## config.mk

```make
export PLATFORM = sky130hd
export DESIGN_NAME = websocket_frame_deframer
export DESIGN_NICKNAME = d
export VERILOG_FILES = /design/src/rtl/core/wsd_pkg.sv /design/src/rtl/core/websocket_frame_deframer.sv /design/src/rtl/core/wsd_parse.sv /design/src/rtl/core/wsd_outq.sv
export VERILOG_INCLUDE_DIRS = /design/src /design/src/rtl/core
export SDC_FILE = /design/constraint.sdc
export NUM_CORES = 1
export LEC_CHECK = 0
export ABC_AREA = 1
export BUFFER_PORTS_ARGS = -buffer_cell sky130_fd_sc_hd__clkbuf_2
export CAP_MARGIN = 20
export CORE_ASPECT_RATIO = 1.1
export CORE_MARGIN = 3
export CORE_UTILIZATION = 56
export DETAILED_ROUTE_END_ITERATION = 10
export PLACE_DENSITY = 0.8
export SKIP_CTS_REPAIR_TIMING = 1
export SLEW_MARGIN = 0
export SYNTH_ARGS = -nofsm -noshare
export SYNTH_HDL_FRONTEND = slang
export SYNTH_SLANG_ARGS = --single-unit
```

## constraint.sdc

```tcl
create_clock -name clk_i -period 4.09 [get_ports clk_i]
set_input_delay 0 -clock clk_i [delete_from_list [all_inputs] [get_ports clk_i]]
set_output_delay 0 -clock clk_i [all_outputs]
set_load 0.05 [all_outputs]
```

## src/rtl/core/websocket_frame_deframer_defines.svh

```systemverilog
// ----------------------------------------------------------------------------
// WebSocket deframer assertion macros
// Shared concurrent assertion helpers, clocked on clk_i, idle in reset.
// ----------------------------------------------------------------------------
`ifndef WEBSOCKET_FRAME_DEFRAMER_DEFINES_SVH
`define WEBSOCKET_FRAME_DEFRAMER_DEFINES_SVH

// Property that must hold on every clock edge outside reset.
`define WSD_ASSERT(lbl, prop, msg) \
  lbl: assert property (@(posedge clk_i) disable iff (!rst_ni) (prop)) else $error(msg);

// Same-cycle implication.
`define WSD_ASSERT_IMP(lbl, ante, cons, msg) \
  lbl: assert property (@(posedge clk_i) disable iff (!rst_ni) (ante) |-> (cons)) \
    else $error(msg);

// Next-cycle implication.
`define WSD_ASSERT_NXT(lbl, ante, cons, msg) \
  lbl: assert property (@(posedge clk_i) disable iff (!rst_ni) (ante) |=> (cons)) \
    else $error(msg);

`endif

```

## src/rtl/core/wsd_pkg.sv

```systemverilog
// ----------------------------------------------------------------------------
// WebSocket deframer package
// Types, codes and header constants shared by the deframer modules.
// ----------------------------------------------------------------------------
package wsd_pkg;

  localparam int unsigned PosW = 12;
  localparam logic [PosW-1:0] POS_MAX = 12'd4095;

  localparam logic [3:0] OP_TEXT   = 4'h1;
  localparam logic [3:0] OP_BINARY = 4'h2;
  localparam logic [3:0] OP_CLOSE  = 4'h8;

  localparam logic [6:0] LEN_EXT16 = 7'd126;
  localparam logic [6:0] LEN_EXT64 = 7'd127;

  localparam logic [PosW-1:0] HDR_PLAIN  = 12'd2;
  localparam logic [PosW-1:0] HDR_MASKED = 12'd6;
  localparam logic [PosW:0]   MIN_BYTES  = 13'd6;

  localparam logic KIND_PAYLOAD = 1'b0;
  localparam logic KIND_STATUS  = 1'b1;

  typedef enum logic [2:0] {
    ST_DATA_OK    = 3'd0,
    ST_CLOSE      = 3'd1,
    ST_TOO_SHORT  = 3'd2,
    ST_EXT_LENGTH = 3'd3,
    ST_INCOMPLETE = 3'd4,
    ST_OTHER_OP   = 3'd5
  } status_e;

  typedef struct packed {
    logic       kind;
    logic [7:0] payload;
    logic [3:0] opcode;
    logic       fin;
    logic       last;
    status_e    status;
  } result_t;

  // Up to two results per input byte; item[0] is always the first one.
  typedef struct packed {
    logic [1:0]    valid;
    result_t [1:0] item;
  } pair_t;

endpackage

```

## src/rtl/core/websocket_frame_deframer.sv

```systemverilog
// Path: an input transfer reaches its first result through the input
// register, then the result register.
// Throughput: one byte per cycle unless m_axis_tready stalls; a buffer's
// last byte with a payload byte yields two results in both output slots.
// Reset: asynchronous, clears header state and all valid flags; no clear pass.
// ----------------------------------------------------------------------------
// WebSocket frame deframer
// Parses a received buffer byte by byte, unmasks the payload and reports
// a status on the buffer's last byte.
// ----------------------------------------------------------------------------
`include "websocket_frame_deframer_defines.svh"

module websocket_frame_deframer (
  input  logic        clk_i,
  input  logic        rst_ni,
  input  logic        s_axis_tvalid,
  output logic        s_axis_tready,
  input  logic [7:0]  s_axis_tdata,  // [7:0] rx_byte
  input  logic        s_axis_tlast,  // end_of_buffer
  output logic        m_axis_tvalid,
  input  logic        m_axis_tready,
  output logic [15:0] m_axis_tdata,  // [7:0] payload_byte, [11:8] frame_opcode_out,
                                     // [12] fin_out, [15:13] frame_status
  output logic        m_axis_tlast,  // last_payload
  output logic        m_axis_tuser   // item_kind
);

  logic             in_valid_q;
  logic [7:0]       in_byte_q;
  logic             in_eob_q;
  logic             advance, load, out_free, in_xfer;
  wsd_pkg::pair_t   pair;
  wsd_pkg::result_t out_item;

  assign advance       = in_valid_q && (!pair.valid[0] || out_free);
  assign load          = advance && pair.valid[0];
  assign s_axis_tready = !in_valid_q || advance;
  assign in_xfer       = s_axis_tvalid && s_axis_tready;

  always_ff @(posedge clk_i or negedge rst_ni) begin
    if (!rst_ni) begin
      in_valid_q <= 1'b0;
    end else if (in_xfer) begin
      in_valid_q <= 1'b1;
    end else if (advance) begin
      in_valid_q <= 1'b0;
    end
  end

  always_ff @(posedge clk_i) begin
    if (in_xfer) begin
      in_byte_q <= s_axis_tdata;
      in_eob_q  <= s_axis_tlast;
    end
  end

  wsd_parse u_parse (
    .clk_i     (clk_i),
    .rst_ni    (rst_ni),
    .byte_i    (in_byte_q),
    .eob_i     (in_eob_q),
    .advance_i (advance),
    .pair_o    (pair)
  );

  wsd_outq u_outq (
    .clk_i   (clk_i),
    .rst_ni  (rst_ni),
    .pair_i  (pair),
    .load_i  (load),
    .free_o  (out_free),
    .valid_o (m_axis_tvalid),
    .ready_i (m_axis_tready),
    .item_o  (out_item)
  );

  assign m_axis_tdata = {out_item.status, out_item.fin, out_item.opcode, out_item.payload};
  assign m_axis_tlast = out_item.last;
  assign m_axis_tuser = out_item.kind;

  `WSD_ASSERT_NXT(a_in_hold, in_valid_q && !advance, in_valid_q, "input byte dropped")

endmodule

```

## src/rtl/core/wsd_parse.sv

```systemverilog
// ----------------------------------------------------------------------------
// WebSocket deframer header parser
// Holds the frame header state and turns one byte into its results.
// ----------------------------------------------------------------------------
`include "websocket_frame_deframer_defines.svh"

module wsd_parse (
  input  logic          clk_i,
  input  logic          rst_ni,
  input  logic [7:0]    byte_i,
  input  logic          eob_i,
  input  logic          advance_i,
  output wsd_pkg::pair_t pair_o
);

  logic [wsd_pkg::PosW-1:0] pos_q, pos_d;
  logic [3:0]  op_q, op_d;
  logic        fin_q, fin_d;
  logic        mask_q, mask_d;
  logic [6:0]  len_q, len_d;
  logic [31:0] key_q, key_d;

  logic [wsd_pkg::PosW-1:0] start, start_n, idx;
  logic [wsd_pkg::PosW:0]   count, need;
  logic        key_wr;
  logic [1:0]  key_sel;
  logic        is_data_op;
  logic        pay_hit;
  logic [7:0]  key_byte;
  wsd_pkg::result_t pay_item, st_item;
  wsd_pkg::status_e status;

  always_comb begin
    op_d   = op_q;
    fin_d  = fin_q;
    mask_d = mask_q;
    len_d  = len_q;
    key_d  = key_q;
    if (pos_q == '0) begin
      op_d  = byte_i[3:0];
      fin_d = byte_i[7];
    end else if (pos_q == wsd_pkg::PosW'(1)) begin
      mask_d = byte_i[7];
      len_d  = byte_i[6:0];
    end
    // key bytes sit at positions 2..5
    key_wr  = mask_q && (pos_q >= wsd_pkg::HDR_PLAIN) && (pos_q < wsd_pkg::HDR_MASKED);
    key_sel = pos_q[1:0] ^ 2'b10;
    for (int k = 0; k < 4; k++) begin
      if (key_wr && (key_sel == 2'(k))) begin
        key_d[8*k +: 8] = byte_i;
      end
    end
  end

  always_comb begin
    start      = mask_q ? wsd_pkg::HDR_MASKED : wsd_pkg::HDR_PLAIN;
    idx        = pos_q - start;
    is_data_op = (op_q == wsd_pkg::OP_TEXT) || (op_q == wsd_pkg::OP_BINARY);
    pay_hit    = (pos_q >= start) && (len_q < wsd_pkg::LEN_EXT16) && is_data_op &&
                 (idx < {5'd0, len_q});
    key_byte   = mask_q ? key_q[8*idx[1:0] +: 8] : 8'd0;

    pay_item.kind    = wsd_pkg::KIND_PAYLOAD;
    pay_item.payload = byte_i ^ key_byte;
    pay_item.opcode  = op_d;
    pay_item.fin     = fin_d;
    pay_item.last    = ((idx + wsd_pkg::PosW'(1)) == {5'd0, len_q});
    pay_item.status  = wsd_pkg::ST_DATA_OK;

    // status uses the header as updated by this byte
    start_n = mask_d ? wsd_pkg::HDR_MASKED : wsd_pkg::HDR_PLAIN;
    count   = {1'b0, pos_q} + 13'd1;
    need    = {1'b0, start_n} + {6'd0, len_d};
    if (count < wsd_pkg::MIN_BYTES) begin
      status = wsd_pkg::ST_TOO_SHORT;
    end else if ((len_d == wsd_pkg::LEN_EXT16) || (len_d == wsd_pkg::LEN_EXT64)) begin
      status = wsd_pkg::ST_EXT_LENGTH;
    end else if (count < need) begin
      status = wsd_pkg::ST_INCOMPLETE;
    end else if (op_d == wsd_pkg::OP_CLOSE) begin
      status = wsd_pkg::ST_CLOSE;
    end else if ((op_d == wsd_pkg::OP_TEXT) || (op_d == wsd_pkg::OP_BINARY)) begin
      status = wsd_pkg::ST_DATA_OK;
    end else begin
      status = wsd_pkg::ST_OTHER_OP;
    end

    st_item.kind    = wsd_pkg::KIND_STATUS;
    st_item.payload = 8'd0;
    st_item.opcode  = op_d;
    st_item.fin     = fin_d;
    st_item.last    = 1'b0;
    st_item.status  = status;

    if (pay_hit) begin
      pair_o.valid   = {eob_i, 1'b1};
      pair_o.item[0] = pay_item;
      pair_o.item[1] = st_item;
    end else begin
      pair_o.valid   = {1'b0, eob_i};
      pair_o.item[0] = st_item;
      pair_o.item[1] = st_item;
    end

    if (eob_i) begin
      pos_d = '0;
    end else if (pos_q < wsd_pkg::POS_MAX) begin
      pos_d = pos_q + wsd_pkg::PosW'(1);
    end else begin
      pos_d = pos_q;
    end
  end

  always_ff @(posedge clk_i or negedge rst_ni) begin
    if (!rst_ni) begin
      pos_q  <= '0;
      op_q   <= '0;
      fin_q  <= 1'b0;
      mask_q <= 1'b0;
      len_q  <= '0;
      key_q  <= '0;
    end else if (advance_i) begin
      pos_q  <= pos_d;
      op_q   <= op_d;
      fin_q  <= fin_d;
      mask_q <= mask_d;
      len_q  <= len_d;
      key_q  <= key_d;
    end
  end

  `WSD_ASSERT_IMP(a_pair_order, pair_o.valid[1], pair_o.valid[0], "second result without first")
  `WSD_ASSERT_NXT(a_pos_restart, advance_i && eob_i, pos_q == '0, "position not cleared")
  `WSD_ASSERT_IMP(a_status_last, pair_o.valid[0] && eob_i,
                  pair_o.item[pair_o.valid[1]].kind == wsd_pkg::KIND_STATUS,
                  "status is not the final result")

endmodule

```

## src/rtl/core/wsd_outq.sv

```systemverilog
// ----------------------------------------------------------------------------
// WebSocket deframer result register
// Two-slot output register; the second slot carries the status that
// follows a payload byte on the buffer's last byte.
// ----------------------------------------------------------------------------
`include "websocket_frame_deframer_defines.svh"

module wsd_outq (
  input  logic             clk_i,
  input  logic             rst_ni,
  input  wsd_pkg::pair_t   pair_i,
  input  logic             load_i,
  output logic             free_o,
  output logic             valid_o,
  input  logic             ready_i,
  output wsd_pkg::result_t item_o
);

  logic             v0_q, v1_q;
  wsd_pkg::result_t s0_q, s1_q;
  logic             pop;

  assign pop     = v0_q && ready_i;
  // empty after this cycle, so a pair can land
  assign free_o  = !v0_q || (ready_i && !v1_q);
  assign valid_o = v0_q;
  assign item_o  = s0_q;

  always_ff @(posedge clk_i or negedge rst_ni) begin
    if (!rst_ni) begin
      v0_q <= 1'b0;
      v1_q <= 1'b0;
    end else if (load_i) begin
      v0_q <= 1'b1;
      v1_q <= pair_i.valid[1];
    end else if (pop) begin
      v0_q <= v1_q;
      v1_q <= 1'b0;
    end
  end

  always_ff @(posedge clk_i) begin
    if (load_i) begin
      s0_q <= pair_i.item[0];
      s1_q <= pair_i.item[1];
    end else if (pop && v1_q) begin
      s0_q <= s1_q;
    end
  end

  `WSD_ASSERT_IMP(a_slot_order, v1_q, v0_q, "second slot filled while first empty")
  `WSD_ASSERT_IMP(a_load_free, load_i, free_o, "pair loaded over pending results")

endmodule
```

==> results.md <==
* Post-DR vias/cell at 5.53
* Outcome: finished clean
* Final WL at 14,500 µm
* Final Net Count at 849
* Final Instance Count excl. Fillers at 961
* # H-tree levels at 3
* Iter 0 DRT Violations at 602
* Die area at 12,000 µm²
* Worst Path Required at 4310 ps
* TritonCTS clock tree: built
* Yosys warnings at 0
* Clk_lat worst skew at 360 ps
* Worst Setup Path Type: flop to flop
* Drt drc at 0
* Actual slew at the worst max-slew pin at 765 ps
* Max Cap Viol at 0
* RR Endpoint: u_parse.len_q[6]
* Seq/Total Area, Yosys at 42.5%
* Root Buffer: clkbuf_16
* Initial core utilization at 57.5%
* Crit-path cells: inv_1, ha_1, nand2_1, nand2_1, nor2_1, xor2_2, ha_1, nor3_1, nand3_1, nor2_1, nand2_1, nor2_1, nand4_2, nand2_2, nand2_4, nand2_2, o21ai_0
* Share of cells above drive strength 1 at 11.6%
* Worst-path clk slew at 80 ps
* Worst path arrival time at 4010 ps
* RSZ-0062 raised after global routing: false
* Routed WL per cell at 15.0 µm
* Placed cell areas at 6190 µm²
* Number of global-route vias before repair at 4,904
* Max Slew Vio Count at 0
* Worst min path class: input pin to async pin
* Initial antenna violation count at 0
* Skew final at 10.3 ps
* Slowest CP cell: dfrtp_1
* DIE WIDTH at 105 µm
* Final Hold Violating Endpoints at 0
* Reg2Reg Depth at 17
* Final HPWL DP at 10,400 µm
* DIE HEIGHT at 115 µm
* Row count at 39
* Most common cell after layout, fill and taps aside: nand2_1
* Overall via count from detail_route at 5,314
* Largest net degree at the start of global routing at 61
* Reg2reg setup slack at 300 ps
* Max Freq at 264 MHz
* Critical path launch point type: flop
* Fin Setup TNS at 0 ps
* I/O Buffers at 32
* Pre-antenna DRT Iters at 5
* Routability cong. at 0.925
* Fin area at 6630 µm²
* Pwr Density at 537 nW/µm²
* Worst Setup End Kind: flop
* Layout overhead on the synthesized area at 10.4%
* I/O Pins at 33
* Inst Count DP at 933
* Peak supply drop at 0.341 mV
* Slew headroom at 49.0%
* Clk sinks at 95
* CORE AREA at 10,400 µm²
* Fin crit share at 92.6%
* Global router's overall resource usage at 24.9%
* P_leak at 0.00333 µW
* Grt ovf at 0
* Diodes inserted at 0
* Yosys cell types at 42
* Mapped Area at 6000 µm²
* Post-DRT Antenna Nets at 0
* CTS buffer count at 9
* Final setup fails at 0
* Synth Register Bits at 95
* Most frequent cells in the layout: 252 x nand2_1, 86 x nor2_1, 70 x inv_1, 59 x dfrtp_1, 52 x nand4_1
* Syn avg cell area at 7.66 µm²
* FF-to-FF Start: u_parse.mask_q
* Final min period at 3790 ps
* Syn Inst Count at 783
* Syn nets at 819
* Critical path fanouts, max at 32
* Clock buffer depth at 2
* First-pass GRT wire length at 23,900 µm
* Largest stage delay on the critical path at 670 ps
[cell type report]
| class | count | area [µm²] |
|---|---|---|
| Fill cell | 888 | 3820 |
| Multi-Input combinational cell | 579 | 2950 |
| Sequential cell | 95 | 2550 |
| Timing Repair Buffer | 52 | 340 |
| Inverter | 76 | 292 |
| Clock buffer | 9 | 225 |
| Tap cell | 143 | 179 |
| Clock inverter | 7 | 86.3 |
[Yosys cell counts]
master	instances	area share, %
nand2_1	252	16
nor2_1	86	5.4
inv_1	70	4.4
dfrtp_1	60	25
nand4_1	52	5.4
nand3_1	40	3.3
edfxtp_1	35	18
o21ai_0	31	2.6
ha_1	22	4.6
xor2_1	19	2.8
o21ai_1	17	1.4
clkbuf_1	10	0.63
a21oi_1	8	0.67
buf_6	8	1.5
o22ai_1	8	0.83
nand2_2	7	0.73
nor2_2	7	0.73
buf_2	6	0.50
buf_4	5	0.63
nand3_2	5	0.83
buf_1	4	0.25
inv_2	4	0.25
nor3_1	3	0.25
nand2_4	2	0.38
nor2_4	2	0.38
o21a_1	2	0.25
o21ai_2	2	0.29
xor2_2	2	0.54
a211oi_1	1	0.13
a21boi_0	1	0.13
a21o_1	1	0.13
a21oi_2	1	0.15
clkinv_1	1	0.062
fa_1	1	0.33
inv_4	1	0.10
nand3_4	1	0.29
nand4_2	1	0.21
nor3_2	1	0.17
o211ai_1	1	0.13
o21bai_1	1	0.13
or2_2	1	0.10
xnor2_1	1	0.15
[cell families after synthesis]
group | share of synthesized area [%]
buffers and inverters | 8.30
and+or+nand+nor | 34.0
DFF | 42.5
AOI/OAI and AO/OA | 6.82
xor gates and xnor gates | 3.46
adders and majority gates | 4.92
[how the worst max path moves through the flow]
| stage | slack, ps | startpoint | end | cells past startpoint |
|---|---|---|---|---|
| after CTS | 270 | u_parse.mask_q | u_parse.len_q[6] | 17 |
| after global placement | 390 | u_parse.mask_q | u_parse.len_q[0] | 17 |
| after detailed placement | 330 | u_parse.mask_q | u_parse.op_q[1] | 17 |
| after floorplan | 120 | u_parse.pos_q[1] | u_outq.item_o[0] | 15 |
| after global routing | 9 | u_parse.pos_q[1] | u_outq.item_o[0] | 26 |
| final | 300 | u_parse.mask_q | u_parse.len_q[6] | 17 |
[stage by stage]
stage          util (%)  setup WS, ps  hold WS [ps]  total power, µW
2_1_floorplan         -           117          -296             2340
6_report           63.5           302           348             3560
4_1_cts            62.3           268          -182             3540
3_3_place_gp       59.3           393           178             2610
5_1_grt            63.5          9.05           370             3830
3_5_place_dp       59.3           335           180             2660
[state kept, by name, summed over array words and instances (netlist names)]
name	count
u_parse.pos_q	12
u_parse.key_q	32
u_outq.item_o	18
in_valid_q	1
u_parse.fin_q	1
u_parse.op_q	4
in_byte_q	8
u_parse.mask_q	1
u_outq.v1_q	1
in_eob_q	1
u_outq.s1_q	8
u_outq.valid_o	1
u_parse.len_q	7
[worst max-delay path, delay by kind of cell (launching register included)]
family                   cells  cell delay [ps]
XOR/XNOR                     1              150
adder cells (fa/ha/maj)      2              620
flip-flops                   1              670
AND/OR/NAND/NOR             12             1960
buffers and inverters        1               90
AO/OA/AOI/OAI                1              150
[where the power goes]
part	leakage (µW)	switching [µW]	internal, µW
clock	0.000151	433	438
sequential	0.00114	172	1170
combinational	0.00204	876	468
[routing by layer]
| metal | global-route usage [%] | wire length (µm) | up-vias |
|---|---|---|---|
| li1 | - | - | 2623 |
| met1 | 33.2 | 6100 | 2445 |
| met2 | 41.7 | 7040 | 226 |
| met3 | 4.23 | 1080 | 20 |
| met4 | 7.96 | 246 | 0 |
| met5 | 0 | 0 | - |
No activity file was read; power rests on OpenSTA's default activity.
